**src/pfri_pkg.sv**
```systemverilog
`timescale 1ns / 1ps
// Shared types and fixed constants of the prime-field reduce and invert block.
package pfri_pkg;

	localparam int OPERAND_W = 32;

	typedef enum logic {
		KIND_REDUCE = 1'b0,
		KIND_INVERT = 1'b1
	} kind_t;

endpackage

```
**src/pfri_modred.sv**
```systemverilog
`timescale 1ns / 1ps
// Three-stage reduction of a 32-bit value modulo a constant prime, by reciprocal multiply.
module pfri_modred #(
	parameter int MODULUS = 4093,
	localparam int MW = $clog2(MODULUS + 1)
) (
	input  logic                           clk,
	input  logic                           en,
	input  logic [pfri_pkg::OPERAND_W-1:0] x,
	output logic [MW-1:0]                  r
);
	import pfri_pkg::*;

	// The remainder estimate lands in [0, 2*MODULUS), one bit wider than the field.
	localparam int RW = MW + 1;
	localparam logic [OPERAND_W-1:0] MU =
		OPERAND_W'((64'd1 << OPERAND_W) / 64'(MODULUS));
	localparam logic [RW-1:0] M_R = RW'(MODULUS);

	logic [2*OPERAND_W-1:0] prod;
	logic [RW-1:0]          x_s1;
	logic [RW-1:0]          q_s1;
	logic [RW-1:0]          r0_s2;
	logic [MW-1:0]          r_s3;

	assign prod = (2*OPERAND_W)'(x) * (2*OPERAND_W)'(MU);

	// Only the low bits of x - q*M matter, since the true difference is below 2*M.
	always_ff @(posedge clk) begin
		if (en) begin
			x_s1  <= x[RW-1:0];
			q_s1  <= prod[OPERAND_W +: RW];
			r0_s2 <= x_s1 - RW'(q_s1 * M_R);
			r_s3  <= (r0_s2 >= M_R) ? MW'(r0_s2 - M_R) : MW'(r0_s2);
		end
	end

	assign r = r_s3;

endmodule

```
**config.mk**
```make
export PLATFORM = sky130hd
export DESIGN_NAME = pfri_modred
export DESIGN_NICKNAME = d
export VERILOG_FILES = /design/src/pfri_pkg.sv /design/src/pfri_modred.sv
export SDC_FILE = /design/constraint.sdc
export NUM_CORES = 1
export LEC_CHECK = 0
export BUFFER_PORTS_ARGS = -buffer_cell sky130_fd_sc_hd__buf_4
export CAP_MARGIN = 20
export CORE_MARGIN = 10
export CORE_UTILIZATION = 50
export CTS_CLUSTER_DIAMETER = 200
export CTS_CLUSTER_SIZE = 24
export DETAILED_ROUTE_END_ITERATION = 8
export PLACE_DENSITY = 0.68
export SYNTH_ARGS = -nofsm -noshare
export SYNTH_HDL_FRONTEND = slang
export SYNTH_SLANG_ARGS = --single-unit
```
**constraint.sdc**
```tcl
create_clock -name clk -period 10.85 [get_ports clk]
set_input_delay 0 -clock clk [delete_from_list [all_inputs] [get_ports clk]]
set_output_delay 0 -clock clk [all_outputs]
set_load 0.01 [all_outputs]
```
==> qor_table.md, run 1 <==
| Step | Item | This run |
| --- | --- | --- |
| logic synthesis | Number of enable flip-flop cells after synthesis | 51 |
| sta | Unrepaired setup endpoints after global routing | false |
| sta | Worst Tran Pin Value | 0.640 ns |
| cts | H-tree Lvls | 2 |
| setup path | Type of origin of the critical path | flop |
| sta | Worst-case clock skew | 0.00679 ns |
| cells and area | Final Core Density | 0.572 |
| cells and area | Filler cell count | 1,194 |
| setup path | Kind of end point of the critical path | flop |
| routing | Vias per inst | 5.06 |
| logic synthesis | Cell variety after synth | 46 |
| routing | Final wirelength | 13.4 mm |
| routing | DRC violation count after routing | 0 |
| sta | Endpoints failing setup | 0 |
| global route | Global-route wire length before repair | 23.0 mm |
| setup path | Required time worst endpoint | 10.99 ns |
| routing | Length of the first detailed-routing pass in iterations | 4 |
| routing | DRC violation total after the first TritonRoute iteration | 128 |
| floorplanning | Floorplan die area | 19,400 sq um |
| floorplanning | Die width | 139 um |
| logic synthesis | Cell types occupying the most area after synthesis | sky130_fd_sc_hd__ha_1 (30%), sky130_fd_sc_hd__edfxtp_1 (21%), sky130_fd_sc_hd__fa_1 (19%) |
| sta | Worst-case headroom to the max-slew limit | 0.573 |
| sta | Post-layout worst setup margin | 6.12 ns |
| setup path | Critical path, cell by cell | inv_1 -> fa_1 -> inv_1 -> fa_1 -> ha_1 -> inv_1 -> fa_1 -> inv_1 -> fa_1 -> inv_1 -> ha_1 -> or3_1 -> o211ai_1 -> or4b_1 -> o211ai_1 |
| routing | Wire length per cell after detailed routing | 14.3 um |
| global route | Number of antenna violations at the first check in global routing | 0 |
| global route | Vias in the first global route | 5,107 |
| floorplanning | Placeable core region | 13,900 sq um |
| setup path | Maximum fanout along the worst path | 4 |
| cts | Later-pin clock latency in the skew report | 0.30 ns |
| logic synthesis | Async SR Flop Fraction | 0 |
| placed design | Number of buffers inserted by port buffering | 45 |
| floorplanning | Number of ports placed on the die boundary | 46 |
| routing | Vias after detailed routing | 4,765 |
| setup path | Cell with the largest stage delay on the worst path | sky130_fd_sc_hd__fa_1 |
| cells and area | Final Net Count | 1,031 |
| sta | Share of the cycle needed by the critical path after routing | 0.436 |
| outcome | Outcome | finished clean |
| cells and area | Layout cells sized above 1 | 0.0827 |
| setup path | CP dominant cell by count | sky130_fd_sc_hd__inv_1 |
| logic synthesis | Seq cells post-synth | 51 |
| logic synthesis | Synth Cell Area | 7130 sq um |
| sta | Final max-slew violation count | 0 |
| routing | Antenna-violating nets left | 0 |
| floorplanning | Number of cell rows | 43 |
| logic synthesis | Most frequent cells after synthesis | sky130_fd_sc_hd__inv_1 (189), sky130_fd_sc_hd__ha_1 (170), sky130_fd_sc_hd__fa_1 (66) |
| logic synthesis | Syn avg cell area | 10.2 sq um |
| cts | Root buffer selected by CTS | sky130_fd_sc_hd__clkbuf_16 |
| logic synthesis | Number of instances in the synthesized netlist | 696 |
| floorplanning | Vertical die dimension | 139 um |
| logic synthesis | Most common cell in the netlist | sky130_fd_sc_hd__inv_1 |
| global route | Grt total ovfl | 0 |
| logic synthesis | Area share of the largest cell type after synthesis | 0.298 |
| logic synthesis | Synth warnings | 0 |
| sta | F_max | 0.211 GHz |
| cts | Total of cells resized after clock tree synthesis | 0 |
| placed design | Routability congestion estimate from global placement | 0.901 |
| sta | Summed negative setup slack over all endpoints | 0 ns |
| setup path | Crit path kind | reg -> reg |
| global route | Largest net degree at the start of global routing | 52 |
| cts | Maximum clock insertion buffer count | 2 |
| cts | Number of buffers inserted during clock tree synthesis | 5 |
| sta | Final Hold Viols | 0 |
| logic synthesis | Post-Synthesis Net Count | 966 |
| global route | Total global routing track utilization | 0.140 |
| placed design | Pre-CTS worst setup slack | 6.09 ns |
| cells and area | Antenna cell count | 0 |
| cts | Clock Sink Count | 51 |
| cells and area | Layout-stage area growth over the synthesis result | 11.9% |
| logic synthesis | Dominant register cell in the synthesized netlist | sky130_fd_sc_hd__edfxtp_1 |
| floorplanning | Starting density of the core | 0.511 |
| cts | CTS tree | built |
| logic synthesis | Yosys top cell by area | sky130_fd_sc_hd__ha_1 |
| flow run | Maxcap violations | 0 |
| setup path | Critical path's largest stage delay | 0.59 ns |
| cts | Clock transition at the registers of the reported paths | 0.07 ns |
| hold path | HP Class | in -> reg |
| placed design | Detailed placer's ending HPWL | 11.7 mm |
| cells and area | Sequential cell area in the final layout | 1530 sq um |
| setup path | WP data arrival | 4.88 ns |
| cells and area | Area of the multi-input gates | 4890 sq um |
| sta | Shortest clock period the worst path allows after layout | 4.73 ns |
| logic synthesis | Sequential fraction of the synthesis area | 0.215 |
sequential cells by signal, indices dropped and copies added (netlist names):
name and count:
r 12, q_s1 13, r0_s2 13, x_s1 13
path summary, 6_finish.rpt:
| path | end | cells past startpoint | slack, ns | start |
|---|---|---|---|---|
| setup / recovery | r0_s2[11]$_DFFE_PP_ | 15 | 6.12 | q_s1[3]$_DFFE_PP_ |
| hold / removal | q_s1[12]$_DFFE_PP_ | 2 | 0.03 | x[24] |
| setup reg to reg | r0_s2[11]$_DFFE_PP_ | 15 | 6.12 | q_s1[3]$_DFFE_PP_ |
| hold reg to reg | r[8]$_DFFE_PP_ | 1 | 0.60 | r0_s2[8]$_DFFE_PP_ |
cell type report:
class | instances | area share
clock buffer | 5 | 0.0157
clock inverter | 3 | 0.00361
inverter | 189 | 0.0890
multi-input combinational | 456 | 0.613
sequential | 51 | 0.192
tap | 180 | 0.0282
timing repair buffer | 58 | 0.0587
per-layer routing:
layer | track usage | share of wire | wire (um)
met1 | 0.161 | 0.43 | 5770
met5 | 0 | 0 | 0
met2 | 0.261 | 0.53 | 7050
met4 | 0.0428 | 0.019 | 259
met3 | 0.0191 | 0.026 | 344
metrics by stage:
stage / area [sq um] / cells / hold slack, ns
after global routing: 7970 / 942 / 0.0470
after floorplan: 7130 / 696 / 0.0989
final: 7970 / 942 / 0.0346
after detailed placement: 7690 / 921 / 0.218
after CTS: 7970 / 942 / 0.0348
after global placement: 7690 / 921 / 0.216
kinds of logic after synthesis:
| family | after synthesis | share of synthesized area |
|---|---|---|
| XOR/XNOR | 52 | 0.0639 |
| adder cells (fa/ha/maj) | 236 | 0.484 |
| AO/OA/AOI/OAI | 80 | 0.0741 |
| multiplexers | 1 | 0.00158 |
| AND/OR/NAND/NOR | 87 | 0.0621 |
| flip-flops | 51 | 0.215 |
| buffers and inverters | 189 | 0.0995 |
critical path, delay by kind of cell (launching register included):
family                     cells  cell delay, ns
and+or+nand+nor                2            0.81
AOI/OAI and AO/OA              2            0.37
adders and majority gates      6            2.63
DFF                            1            0.42
buffers and inverters          5            0.34
cell usage in the layout, fill, tap and decap left out, drive strengths merged, types with 2 or more instances in the layout:
cell / n
xor2: 13
and4: 2
a21oi: 23
and2: 3
nand2: 20
edfxtp: 51
o2111ai: 2
buf: 45
dlygate4sd3: 13
and3: 3
inv: 190
a21o: 10
nor2: 21
or3: 3
a41oi: 2
a31oi: 4
nand3: 9
or2: 2
xnor2: 39
clkbuf: 5
clkinv: 2
o21ai: 19
nor2b: 3
nand2b: 5
fa: 66
o22ai: 3
o211ai: 5
nor4: 2
nand4: 7
ha: 170
nor3: 5
repair_timing:
action | 4_1_cts | 5_1_grt
setup buffers | 0 | 0
setup endpoints to repair | 0 | 0
hold buffers | 13 | 0
endpoints found under the hold margin | 13 | 0
Power of run 1 is not shown: default switching activity piles up to over one toggle a cycle in this logic, so the estimate is an artifact.
==> inputs of run 2 (changes only) <==
==> constraint.sdc (replaced) <==
create_clock -name clk -period 4.96 [get_ports clk]
set_input_delay 0 -clock clk [delete_from_list [all_inputs] [get_ports clk]]
set_output_delay 0 -clock clk [all_outputs]
set_load 0.01 [all_outputs]
==> run 2 against run 1 <==
Effect of this change:
- cell count up 0.21%
- register-to-register slack worse by 5.9 ns
- first-iteration DRC count increased by 15%
- core utilization increased by 0.072 points
- critical path depth down 3
- highest routed layer unchanged
==> qor_table.md, run 2 (synthesis gave the netlist of run 1 again) <==
| Step | Item | This run | Delta |
| --- | --- | --- | --- |
| cts | Number of buffers inserted during clock tree synthesis | 5 | unchanged |
| sta | Summed negative setup slack over all endpoints | 0 ns | unchanged |
| placed design | Routability congestion estimate from global placement | 0.909 | +0.84% |
| setup path | Reg2reg end | r0_s2[11]$_DFFE_PP_ |  |
| sta | Worst Tran Pin Value | 0.647 ns | +0.00747 ns |
| cts | H-tree Lvls | 2 | unchanged |
| sta | Post-layout worst setup margin | 0.203 ns | -5.91 ns |
| floorplanning | Number of cell rows | 43 | unchanged |
| cells and area | Layout-stage area growth over the synthesis result | 12.0% |  |
| routing | Wire length per cell after detailed routing | 14.2 um | -0.49% |
| floorplanning | Starting density of the core | 0.511 | unchanged |
| setup path | Type of origin of the critical path | flop |  |
| hold path | HP Class | in -> reg |  |
| sta | Shortest clock period the worst path allows after layout | 4.76 ns | +0.0235 ns |
| setup path | Critical path, cell by cell | inv_1 -> fa_1 -> fa_1 -> inv_1 -> fa_1 -> fa_1 -> fa_1 -> inv_1 -> ha_1 -> mux2_2 -> a311oi_1 -> o211ai_1 |  |
| routing | Vias per inst | 5.06 | about the same |
| global route | Number of antenna violations at the first check in global routing | 0 | unchanged |
| placed design | Detailed placer's ending HPWL | 11.8 mm | +0.56% |
| cells and area | Filler cell count | 1,203 | +0.75% |
| routing | Routed length on met1 | 5.70 mm | -1.1% |
| outcome | Outcome | finished clean |  |
| sta | Final max-slew violation count | 0 | unchanged |
| setup path | WP data arrival | 4.79 ns | -0.09 ns |
| cells and area | Final Net Count | 1,033 | +0.19% |
| routing | Vias after detailed routing | 4,774 | +0.19% |
| sta | Final Hold Viols | 0 | unchanged |
| setup path | CP dominant cell by count | sky130_fd_sc_hd__fa_1 |  |
| flow run | Maxcap violations | 0 | unchanged |
| floorplanning | Die width | 139 um | unchanged |
| sta | F_max | 0.210 GHz | -0.49% |
| global route | Largest net degree at the start of global routing | 52 | unchanged |
| cts | CTS tree | built |  |
| routing | Length of the first detailed-routing pass in iterations | 4 | unchanged |
| cts | Total of cells resized after clock tree synthesis | 0 | unchanged |
| setup path | Crit path kind | reg -> reg |  |
| setup path | Register-to-Register Setup Slack | 0.20 ns | -5.91 ns |
| sta | Endpoints failing setup | 0 | unchanged |
| setup path | Critical path's largest stage delay | 0.56 ns | -0.03 ns |
| routing | Top routing layer in use | met4 |  |
| placed design | Pre-CTS worst setup slack | 0.211 ns | -5.88 ns |
| cells and area | Layout cells sized above 1 | 0.0851 | +0.00240 |
| cts | Maximum clock insertion buffer count | 2 | unchanged |
| routing | Antenna-violating nets left | 0 | unchanged |
| cells and area | Commonest non-fill, non-tap cell in the layout | sky130_fd_sc_hd__inv_1 |  |
| global route | Global-route wire length before repair | 23.3 mm | +1.4% |
| routing | Final wirelength | 13.4 mm | -0.28% |
| setup path | Cell with the largest stage delay on the worst path | sky130_fd_sc_hd__fa_1 |  |
| routing | DRC violation total after the first TritonRoute iteration | 147 | +15% |
| hold path | Hold path startpoint | x[24] |  |
| cells and area | Number of standard cells in the layout, taps in and fillers out | 944 | +0.21% |
| sta | Share of the cycle needed by the critical path after routing | 0.959 | +0.523 |
| floorplanning | Placeable core region | 13,900 sq um | unchanged |
| cells and area | Biggest registers after layout | q_s1 x13, r0_s2 x13, x_s1 x13 |  |
| cts | Clock transition at the registers of the reported paths | 0.07 ns | about the same |
| hold path | Hold-critical path endpoint | q_s1[12]$_DFFE_PP_ |  |
| setup path | Kind of end point of the critical path | flop |  |
| placed design | Placed Cells incl. Taps | 922 | +0.11% |
| floorplanning | Floorplan die area | 19,400 sq um | unchanged |
| placed design | Number of buffers inserted by port buffering | 45 | unchanged |
| routing | Length of routed met3 wiring | 299 um | -13% |
| cells and area | Most frequent cells in the layout | sky130_fd_sc_hd__inv_1 (189), sky130_fd_sc_hd__ha_1 (170), sky130_fd_sc_hd__fa_1 (66) |  |
| sta | Worst-case clock skew | 0.00655 ns | -0.000240 ns |
| sta | Unrepaired setup endpoints after global routing | false |  |
| hold path | Hold-critical path depth | 2 | unchanged |
| floorplanning | Number of ports placed on the die boundary | 46 | unchanged |
| setup path | FF-to-FF Start | q_s1[2]$_DFFE_PP_ |  |
| setup path | Depth of the most critical reg-to-reg path | 12 | -3 |
| global route | Grt total ovfl | 0 | unchanged |
| cts | Root buffer selected by CTS | sky130_fd_sc_hd__clkbuf_16 |  |
| sta | Worst-case headroom to the max-slew limit | 0.568 | -0.00498 |
| setup path | Required time worst endpoint | 4.99 ns | -6.00 ns |
| routing | DRC violation count after routing | 0 | unchanged |
| setup path | Maximum fanout along the worst path | 4 | unchanged |
| cells and area | Antenna cell count | 0 | unchanged |
| floorplanning | Vertical die dimension | 139 um | unchanged |
| global route | Vias in the first global route | 5,123 | +0.31% |
| cts | Later-pin clock latency in the skew report | 0.30 ns | about the same |
| global route | Total global routing track utilization | 0.143 | +0.00271 |
| routing | Routed wire length on met2 | 7.15 mm | +1.4% |
| cts | Clock Sink Count | 51 | unchanged |
==> run 2: worst max-delay path by stage <==
stage | slack, ns | depth (start not counted) | start | endpoint
3_5_place_dp | 0.21 | 12 | q_s1[2]$_DFFE_PP_ | r0_s2[11]$_DFFE_PP_
3_3_place_gp | 0.35 | 15 | q_s1[3]$_DFFE_PP_ | r0_s2[11]$_DFFE_PP_
6_report | 0.20 | 12 | q_s1[2]$_DFFE_PP_ | r0_s2[11]$_DFFE_PP_
4_1_cts | 0.18 | 12 | q_s1[2]$_DFFE_PP_ | r0_s2[11]$_DFFE_PP_
2_1_floorplan | 0.46 | 15 | q_s1[3]$_DFFE_PP_ | r0_s2[11]$_DFFE_PP_
5_1_grt | 0.01 | 15 | q_s1[5]$_DFFE_PP_ | r0_s2[11]$_DFFE_PP_
==> run 2: area by class of cell <==
type,count,area [sq um],area share
Multi-Input combinational cell,456,4890,0.612
Sequential cell,51,1530,0.192
Inverter,189,709,0.0889
Timing Repair Buffer,60,483,0.0605
Tap cell,180,225,0.0282
Clock buffer,5,125,0.0157
Clock inverter,3,23.8,0.00298
==> run 2: metrics by stage <==
| step | hold slack [ns] | util | cell area, sq um |
|---|---|---|---|
| detailed placement | 0.216 | 0.552 | 7700 |
| global placement | 0.214 | 0.552 | 7700 |
| finish | 0.0267 | 0.573 | 7980 |
| CTS | 0.0244 | 0.572 | 7980 |
| global route | 0.0438 | 0.573 | 7980 |
| floorplan | 0.0989 | - | 7130 |
==> run 2: routing by layer <==
layer / up-vias / track usage
met1: 2288 / 0.164
met2: 52 / 0.268
met5: - / 0
li1: 2418 / -
met4: 0 / 0.0434
met3: 16 / 0.0167
==> run 2: worst max-delay path, delay by kind of cell, from the launching register on <==
| kind | cells | cell delay (ns) |
|---|---|---|
| adder cells (fa/ha/maj) | 6 | 2.98 |
| flip-flops | 1 | 0.47 |
| AO/OA/AOI/OAI | 2 | 0.38 |
| multiplexers | 1 | 0.36 |
| buffers and inverters | 3 | 0.31 |
==> run 2: repair_timing <==
item                                   CTS  global route
setup buffers                            0             1
endpoints found under the hold margin   13             0
setup endpoints to repair                0             1
hold buffers                            13             0
Power of run 2 is left out for the same reason.
==> inputs of run 3 (changes only) <==
==> constraint.sdc (replaced) <==
create_clock -name clk -period 4.96 [get_ports clk]
set_input_delay 0.496 -clock clk [delete_from_list [all_inputs] [get_ports clk]]
set_output_delay 0.496 -clock clk [all_outputs]
set_load 0.01 [all_outputs]
==> run 3 against run 2 <==
Effect of this change:
- sequential share of layout area is 0.25 points higher
- register-to-register slack better by 0.06 ns
- setup slack improved by 0.063 ns
- critical path depth up 3
- cell count decreased by 1.3%
==> qor_table.md, run 3 (synthesis gave the netlist of run 1 again) <==
| Step | Item | This run | Delta |
| --- | --- | --- | --- |
| cts | CTS Hold Buffers Added | 0 | -13 |
| routing | DRC violation total after the first TritonRoute iteration | 146 | -0.68% |
| floorplanning | Vertical die dimension | 139 um | unchanged |
| routing | Wire length per cell after detailed routing | 14.2 um | about the same |
| cts | CTS tree | built |  |
| setup path | Register-to-Register Setup Slack | 0.27 ns | +0.06 ns |
| floorplanning | Number of cell rows | 43 | unchanged |
| sta | Summed negative setup slack over all endpoints | 0 ns | unchanged |
| cells and area | Antenna cell count | 0 | unchanged |
| hold path | HP Class | in -> reg |  |
| routing | Vias per inst | 5.08 | +0.40% |
| global route | Layer carrying the most global-route usage | met2 |  |
| setup path | Crit path kind | reg -> reg |  |
| placed design | Placed Cells incl. Taps | 923 | +0.11% |
| placed design | Number of buffers inserted by port buffering | 45 | unchanged |
| routing | DRC violation count after routing | 0 | unchanged |
| floorplanning | Number of ports placed on the die boundary | 46 | unchanged |
| setup path | Kind of cell with the highest combined delay on the critical path | adder cells |  |
| sta | Shortest clock period the worst path allows after layout | 4.69 ns | -0.0635 ns |
| flow run | Maxcap violations | 0 | unchanged |
| cells and area | Filler cell count | 1,182 | -1.7% |
| cts | Post-CTS setup-driven buffer insertion count | 0 | unchanged |
| cts | Root buffer selected by CTS | sky130_fd_sc_hd__clkbuf_16 |  |
| global route | Largest net degree at the start of global routing | 52 | unchanged |
| setup path | Reg2reg end | r0_s2[11]$_DFFE_PP_ |  |
| hold path | Hold-critical path endpoint | x_s1[0]$_DFFE_PP_ |  |
| sta | Final max-slew violation count | 0 | unchanged |
| sta | Endpoints failing setup | 0 | unchanged |
| setup path | FF-to-FF Start | q_s1[3]$_DFFE_PP_ |  |
| cells and area | Area of the multi-input gates | 4890 sq um | unchanged |
| cells and area | Biggest registers after layout | q_s1 x13, r0_s2 x13, x_s1 x13 |  |
| cts | Later-pin clock latency in the skew report | 0.30 ns | about the same |
| setup path | CP dominant cell by count | sky130_fd_sc_hd__inv_1 |  |
| global route | GR Util met3 | 0.0180 | +0.00136 |
| global route | Vias in the first global route | 5,137 | +0.27% |
| setup path | Cell with the largest stage delay on the worst path | sky130_fd_sc_hd__fa_1 |  |
| global route | Number of antenna violations at the first check in global routing | 0 | unchanged |
| floorplanning | Starting density of the core | 0.511 | unchanged |
| sta | Worst Tran Pin Value | 0.637 ns | -0.0103 ns |
| setup path | Sum of buffers and inverters on the critical path | 5 | +2 |
| cts | Number of buffers inserted during clock tree synthesis | 5 | unchanged |
| routing | Vias after detailed routing | 4,732 | -0.88% |
| cells and area | Most frequent cells in the layout | sky130_fd_sc_hd__inv_1 (189), sky130_fd_sc_hd__ha_1 (170), sky130_fd_sc_hd__fa_1 (66) |  |
| cts | Total of cells resized after clock tree synthesis | 0 | unchanged |
| cells and area | Final Net Count | 1,021 | -1.2% |
| setup path | Required time worst endpoint | 5.09 ns | +0.10 ns |
| floorplanning | Floorplan die area | 19,400 sq um | unchanged |
| cts | Clock Sink Count | 51 | unchanged |
| setup path | Critical path's largest stage delay | 0.58 ns | +0.02 ns |
| cts | H-tree Lvls | 2 | unchanged |
| global route | GRT met2 Usage | 0.266 | -0.00174 |
| setup path | Type of origin of the critical path | flop |  |
| global route | Global-route wire length before repair | 23.2 mm | -0.65% |
| sta | Worst hold margin | 0.407 ns | +0.380 ns |
| sta | Share of the cycle needed by the critical path after routing | 0.946 | -0.0128 |
| cts | Clock transition at the registers of the reported paths | 0.07 ns | about the same |
| cells and area | Layout-stage area growth over the synthesis result | 10.6% |  |
| placed design | Routability congestion estimate from global placement | 0.910 | +0.11% |
| cells and area | Number of standard cells in the layout, taps in and fillers out | 932 | -1.3% |
| cells and area | Final Core Density | 0.566 | -0.00745 |
| setup path | Kind of end point of the critical path | flop |  |
| floorplanning | Die width | 139 um | unchanged |
| setup path | WP data arrival | 4.82 ns | +0.03 ns |
| setup path | Depth of the most critical reg-to-reg path | 15 | +3 |
| sta | Unrepaired setup endpoints after global routing | false |  |
| sta | Worst-case headroom to the max-slew limit | 0.575 | +0.00684 |
| setup path | Maximum fanout along the worst path | 4 | unchanged |
| cts | Maximum clock insertion buffer count | 2 | unchanged |
| routing | Final wirelength | 13.2 mm | -1.3% |
| floorplanning | Placeable core region | 13,900 sq um | unchanged |
| cells and area | Commonest non-fill, non-tap cell in the layout | sky130_fd_sc_hd__inv_1 |  |
| sta | Final Hold Viols | 0 | unchanged |
| routing | Antenna-violating nets left | 0 | unchanged |
| sta | F_max | 0.213 GHz | +1.4% |
| outcome | Outcome | finished clean |  |
| cells and area | Sequential cell area in the final layout | 1530 sq um | unchanged |
| setup path | Critical path, cell by cell | inv_1 -> fa_1 -> inv_1 -> fa_1 -> ha_1 -> inv_1 -> fa_1 -> inv_1 -> fa_1 -> inv_1 -> ha_1 -> or3_1 -> o211ai_1 -> or4b_1 -> o211ai_1 |  |
| global route | Total global routing track utilization | 0.142 | -0.000765 |
| routing | Length of the first detailed-routing pass in iterations | 4 | unchanged |
| hold path | Hold-critical path depth | 1 | -1 |
| hold path | Hold path startpoint | x[0] |  |
| sta | Worst-case clock skew | 0.00769 ns | +0.00114 ns |
| placed design | Detailed placer's ending HPWL | 11.7 mm | -0.54% |
| global route | Grt total ovfl | 0 | unchanged |
| cells and area | Layout cells sized above 1 | 0.0864 | +0.00136 |
| global route | Met1 track demand over resource in global routing | 0.162 | -0.00221 |
run 3: changes by cell type in the layout (fill, tap and decap cells not counted), sizes merged:
cell and delta:
bufinv +1, clkinv +1, buf +1, dlygate4sd3 -13, clkinvlp -2
run 3: through the flow:
stage	setup slack (ns)	instance area (sq um)
finish	0.267	7880
global placement	0.348	7700
global route	0.0382	7880
detailed placement	0.211	7700
CTS	0.197	7870
floorplan	0.465	7130
run 3: worst reg2reg max path, stage by stage, from the launching register on:
cell and delay, ns:
sky130_fd_sc_hd__edfxtp_1 0.44, sky130_fd_sc_hd__inv_1 0.14, sky130_fd_sc_hd__fa_1 0.58, sky130_fd_sc_hd__inv_1 0.07, sky130_fd_sc_hd__fa_1 0.45, sky130_fd_sc_hd__ha_1 0.28
sky130_fd_sc_hd__inv_1 0.05, sky130_fd_sc_hd__fa_1 0.52, sky130_fd_sc_hd__inv_1 0.05, sky130_fd_sc_hd__fa_1 0.53, sky130_fd_sc_hd__inv_1 0.04, sky130_fd_sc_hd__ha_1 0.21
sky130_fd_sc_hd__or3_1 0.35, sky130_fd_sc_hd__o211ai_1 0.22, sky130_fd_sc_hd__or4b_1 0.46, sky130_fd_sc_hd__o211ai_1 0.12
run 3: worst max-delay path by stage:
stage                 startpoint                  end  slack (ns)  cells past startpoint
6_report       q_s1[3]$_DFFE_PP_  r0_s2[11]$_DFFE_PP_        0.27                     15
5_1_grt        q_s1[3]$_DFFE_PP_  r0_s2[11]$_DFFE_PP_        0.04                     15
4_1_cts        q_s1[3]$_DFFE_PP_  r0_s2[11]$_DFFE_PP_        0.20                     15
3_5_place_dp   q_s1[3]$_DFFE_PP_  r0_s2[11]$_DFFE_PP_        0.21                     15
3_3_place_gp   q_s1[3]$_DFFE_PP_  r0_s2[11]$_DFFE_PP_        0.35                     15
2_1_floorplan  q_s1[3]$_DFFE_PP_  r0_s2[11]$_DFFE_PP_        0.46                     15
run 3: metal layers:
layer | wire (um) | up-vias
met5 | 0 | -
met4 | 248 | 0
met3 | 350 | 13
met2 | 7050 | 53
met1 | 5560 | 2271
li1 | - | 2395
run 3: area by class of cell:
cell class	count	share of cell area
Clock buffer	5	0.0159
Clock inverter	3	0.00540
Inverter	189	0.0900
Multi-Input combinational cell	456	0.620
Sequential cell	51	0.194
Tap cell	180	0.0286
Timing Repair Buffer	48	0.0457
Power of run 3 is left out for the same reason.
